==> config.mk <==
export PLATFORM = sky130hd
export DESIGN_NAME = bals_cell
export DESIGN_NICKNAME = d
export VERILOG_FILES = /design/src/sv/bals_pkg.sv /design/src/sv/bals_cell.sv
export SDC_FILE = /design/constraint.sdc
export NUM_CORES = 1
export LEC_CHECK = 0
export ABC_AREA = 1
export BUFFER_PORTS_ARGS = -buffer_cell sky130_fd_sc_hd__buf_2
export CAP_MARGIN = 20
export CELL_PAD_IN_SITES_DETAIL_PLACEMENT = 0
export CELL_PAD_IN_SITES_GLOBAL_PLACEMENT = 1
export CORE_AREA = 4 4 108 99
export CTS_BUF_LIST = sky130_fd_sc_hd__clkbuf_2
export CTS_CLUSTER_DIAMETER = 30
export DETAILED_ROUTE_END_ITERATION = 8
export DIE_AREA = 0 0 112 103
export HOLD_SLACK_MARGIN = 0.1
export PLACE_DENSITY = 0.88
export SETUP_SLACK_MARGIN = 0.15
export SLEW_MARGIN = 30
export SYNTH_ARGS = -nofsm -noshare
export SYNTH_HDL_FRONTEND = slang
export SYNTH_SLANG_ARGS = --single-unit
==> constraint.sdc <==
create_clock -name clk -period 0.8 [get_ports clk]
set_clock_uncertainty 0.05 [all_clocks]
set_input_delay 0.16 -clock clk [delete_from_list [all_inputs] [get_ports clk]]
set_output_delay 0.16 -clock clk [all_outputs]
set_load 0.01 [all_outputs]
==> src/sv/bals_pkg.sv <==
// Shared types, operation codes and status codes for the bounded array list store.
package bals_pkg;

    localparam int CAPACITY_DEF = 64;
    localparam int WORD_W       = 32;

    typedef logic signed [WORD_W-1:0] word_t;

    // Operation codes carried by the kind field
    localparam logic [3:0] KIND_SET        = 4'd0;
    localparam logic [3:0] KIND_GET        = 4'd1;
    localparam logic [3:0] KIND_PUSH_BACK  = 4'd2;
    localparam logic [3:0] KIND_POP_BACK   = 4'd3;
    localparam logic [3:0] KIND_PUSH_FRONT = 4'd4;
    localparam logic [3:0] KIND_POP_FRONT  = 4'd5;
    localparam logic [3:0] KIND_INSERT     = 4'd6;
    localparam logic [3:0] KIND_REVERSE    = 4'd7;
    localparam logic [3:0] KIND_SIZE       = 4'd8;

    // Result status codes
    localparam logic [2:0] STAT_OK    = 3'd0;
    localparam logic [2:0] STAT_INDEX = 3'd1;
    localparam logic [2:0] STAT_EMPTY = 3'd2;
    localparam logic [2:0] STAT_FULL  = 3'd3;
    localparam logic [2:0] STAT_ADJ   = 3'd4;

    // Cell commands broadcast along the row
    typedef logic [2:0] cell_op_t;
    localparam cell_op_t CELL_HOLD   = 3'd0;
    localparam cell_op_t CELL_LOAD   = 3'd1;  // cell at threshold takes data
    localparam cell_op_t CELL_UP     = 3'd2;  // above threshold take left, at threshold take data
    localparam cell_op_t CELL_DOWN   = 3'd3;  // at or above threshold take right
    localparam cell_op_t CELL_CLEAR  = 3'd4;  // all cells to zero
    localparam cell_op_t CELL_MIRROR = 3'd5;  // cell i takes cell CAPACITY-1-i

    typedef struct packed {
        cell_op_t op;
        word_t    data;
    } cell_ctl_t;

endpackage

==> src/sv/bals_cell.sv <==
// One storage cell of the list row: holds a word and moves it to or from its neighbors.
module bals_cell #(
    parameter int CNT_W = 7,
    parameter int INDEX = 0
) (
    input  logic               clk,
    input  logic               rst_n,
    input  bals_pkg::cell_ctl_t ctl,
    input  logic [CNT_W-1:0]   thr,
    input  bals_pkg::word_t    left_value,
    input  bals_pkg::word_t    right_value,
    input  bals_pkg::word_t    mirror_value,
    output bals_pkg::word_t    value
);
    import bals_pkg::*;

    word_t value_reg;
    word_t value_next;
    logic  at_thr;
    logic  above_thr;

    assign at_thr    = (CNT_W'(INDEX) == thr);
    assign above_thr = (CNT_W'(INDEX) > thr);

    always_comb
    begin
        value_next = value_reg;
        case (ctl.op)
            CELL_HOLD:
            begin
                value_next = value_reg;
            end
            CELL_LOAD:
            begin
                if (at_thr)
                begin
                    value_next = ctl.data;
                end
            end
            CELL_UP:
            begin
                if (above_thr)
                begin
                    value_next = left_value;
                end
                else if (at_thr)
                begin
                    value_next = ctl.data;
                end
            end
            CELL_DOWN:
            begin
                if (above_thr || at_thr)
                begin
                    value_next = right_value;
                end
            end
            CELL_CLEAR:
            begin
                value_next = '0;
            end
            CELL_MIRROR:
            begin
                value_next = mirror_value;
            end
            default:
            begin
                value_next = value_reg;
            end
        endcase
    end

    always_ff @(posedge clk or negedge rst_n)
    begin
        if (!rst_n)
        begin
            value_reg <= '0;
        end
        else
        begin
            value_reg <= value_next;
        end
    end

    assign value = value_reg;

endmodule

==> flow_summary.ini <==
[worst_setup_path]
timing.critical_path.required_ps = 590
worst_r2r_startpoint = value[20]$_DFFE_PN0P_
path_cells = buf_2
slowest_delay_ps = 420
critPathTopFamily = flip-flops
worstSetupStartpoint = value[29]$_DFFE_PN0P_
cp_max_fo = 2
timing.critical_path.from_type = register
crit_arrival_ps = 920
path_class = register to output port
slowest_stage = sky130_fd_sc_hd__dfrtp_1
timing.critical_path.to_type = output port
critPathBufInv = 1

[route]
routed_wirelength_mm = 9.14
drc_violations_left = 0
viasPerCell = 4.15
wl_per_cell_um = 13.4
route.antenna.remaining_nets = 0
drt_first_iter_violations = 60
route.vias.total = 2831
dr.pass1.iters = 4

[sta]
final_max_slew_viol_count = 0
timing.slew.headroom_pct = 87.4
finalCriticalPeriod_ps = 1130
hold_viol_final = 0
achievable-frequency_mhz = 883
layout_worst_path_cycle_share_pct = 142
finalSetupViolCount = 64
unrepaired_setup_endpoints_after_global_routing = true
worstMarginPinSlew_ps = 188
setup_ws_ps = -333
hold-worst-slack_ps = 66.4

[yosys]
yosys.area.top_type_share_pct = 40.3
synth_area_um2 = 2160
netlist_instances = 364
yosysUniqueCellTypes = 15
synth_warnings = 0
post-synth-top-area-cell = sky130_fd_sc_hd__nand2_1
synthArstFlopShare_pct = 100
synth_edf_count = 0
synth_nets = 504
ys_ff_latch = 32
synthesis.area_per_instance_um2 = 5.94
synthFlopType = sky130_fd_sc_hd__dfrtp_1
synth_top_cells_by_area = sky130_fd_sc_hd__nand2_1, sky130_fd_sc_hd__dfrtp_1, sky130_fd_sc_hd__nand3_1
sequential_element_share_of_the_synthesized_area_pct = 37.0

[finish]
final_design_area_no_fill_um2 = 4410
largest_reg_flops = 32
antenna_cells = 0
mostFrequentLayoutCells = sky130_fd_sc_hd__nand2_1, sky130_fd_sc_hd__buf_2, sky130_fd_sc_hd__nand2_2
final_common_cell = sky130_fd_sc_hd__nand2_1
layout_cell_share_with_drive_strength_beyond_1_pct = 54.3
nNetsFinal = 695
area_delta_synth_final_pct = 104

[floorplan]
io_pins = 172
chipHeight_um = 103
starting_density_of_the_core_pct = 22.6
die_span_in_x_um = 112
die-area_um2 = 11500
placement_rows = 34
core_region_area_um2 = 9570

[placement]
finalWeightedCongestion = 0.806
io_buffer_count = 139
detailed_place_hpwl_mm = 6.00
postPlaceCellArea_um2 = 3110

[cts]
cts_inserted_buffers = 5
cts_max_level = 2
clk_root_buffer_cell = sky130_fd_sc_hd__clkbuf_2
clkLatencyLatePin_ps = 350
cts.path.max_buffers = 2
tritoncts = built
path_clk_slew_ps = 170
clock-sinks = 32
cts.hold.buffers_added = 1

[global_routing]
grt_pass1_wl_mm = 14.4
first_global_vias = 2896
groute.usage.overall_pct = 15.7
grt_max_degree = 33
antenna_found_initial = 0
grt-ovfl-total = 0

[pwr]
vdd_drop_max_mv = 0.641
total_power_mw = 6.06
power_density_nw_per_um2 = 1370
p_leak_nw = 2.45

[worst_hold_path]
worst_min_delay_path_category = primary input to register
hold_path.startpoint = ctl[3]

[outcome]
violations_in_the_final_reports = negative setup slack
outcome = complete, but fails checks

[run]
cap_violations = 0
[what timing repair did]
action,CTS,global route
gates cloned,13,0
endpoints found under the setup margin,64,64
endpoints found under the hold margin,64,32
resized for setup,98,56
pin swaps,74,43
setup buffers,25,13
[area by class of cell]
cell class	count	area [um2]
Inverter	36	143
Clock buffer	6	30.0
Fill cell	967	5160
Sequential cell	32	801
Timing Repair Buffer	202	1690
Tap cell	126	158
Multi-Input combinational cell	278	1550
Clock inverter	2	35.0
[cell usage after synthesis, types with 2 or more instances]
cell type / number
sky130_fd_sc_hd__nand2_1: 232
sky130_fd_sc_hd__inv_1: 34
sky130_fd_sc_hd__dfrtp_1: 32
sky130_fd_sc_hd__nand3_1: 32
sky130_fd_sc_hd__buf_2: 12
sky130_fd_sc_hd__nand2_2: 4
sky130_fd_sc_hd__nor2_1: 4
sky130_fd_sc_hd__buf_4: 3
sky130_fd_sc_hd__buf_6: 3
sky130_fd_sc_hd__inv_2: 2
sky130_fd_sc_hd__nor2_2: 2
[stage by stage]
| stage | setup slack (ps) | TNS [ps] | util (%) | std cells |
|---|---|---|---|---|
| 5_1_grt | -410 | -17110 | 46.1 | 682 |
| 6_report | -333 | -14420 | 46.1 | 682 |
| 3_5_place_dp | -516 | -15860 | 32.5 | 622 |
| 4_1_cts | -356 | -13510 | 42.6 | 669 |
| 2_1_floorplan | -275 | -8550 | - | 364 |
| 3_3_place_gp | -464 | -14680 | 32.5 | 622 |
[worst paths after layout]
path	slack (ps)	cells past startpoint	end
worst min register to register	460	2	value[3]$_DFFE_PN0P_
min in group asynchronous	230	3	value[8]$_DFFE_PN0P_
worst min-delay path	70	5	value[3]$_DFFE_PN0P_
worst max-delay path	-330	1	value[29]
max in group asynchronous	290	3	value[23]$_DFFE_PN0P_
worst max register to register	-110	4	value[20]$_DFFE_PN0P_
[metal layers]
layer	track usage (%)	up-vias	share of wire, %
met5	0	-	0
met4	4.44	0	1.8
met3	2.82	9	4.4
met2	28.3	77	51
met1	19.5	1275	43
li1	-	1470	-
[cell families after synthesis]
| logic type | count (synthesis) | synth area share, % |
|---|---|---|
| DFF | 32 | 37.0 |
| AOI/OAI and AO/OA | 3 | 0.694 |
| and+or+nand+nor | 275 | 50.6 |
| buffers and inverters | 54 | 11.6 |
[tightest hold or removal path, stage by stage]
cell and delay [ps]:
sky130_fd_sc_hd__buf_2 100, sky130_fd_sc_hd__nand3_2 60, sky130_fd_sc_hd__nand2_1 50, sky130_fd_sc_hd__nand2_1 50, sky130_fd_sc_hd__nand2_1 40
[where the power goes]
part	switching (mW)	internal (mW)	leakage (nW)
Sequential	0.207	1.94	0.408
Clock	0.547	0.539	0.0430
Combinational	1.26	1.57	2.00
Total	2.01	4.05	2.45
(Power assumes the default switching activity.)
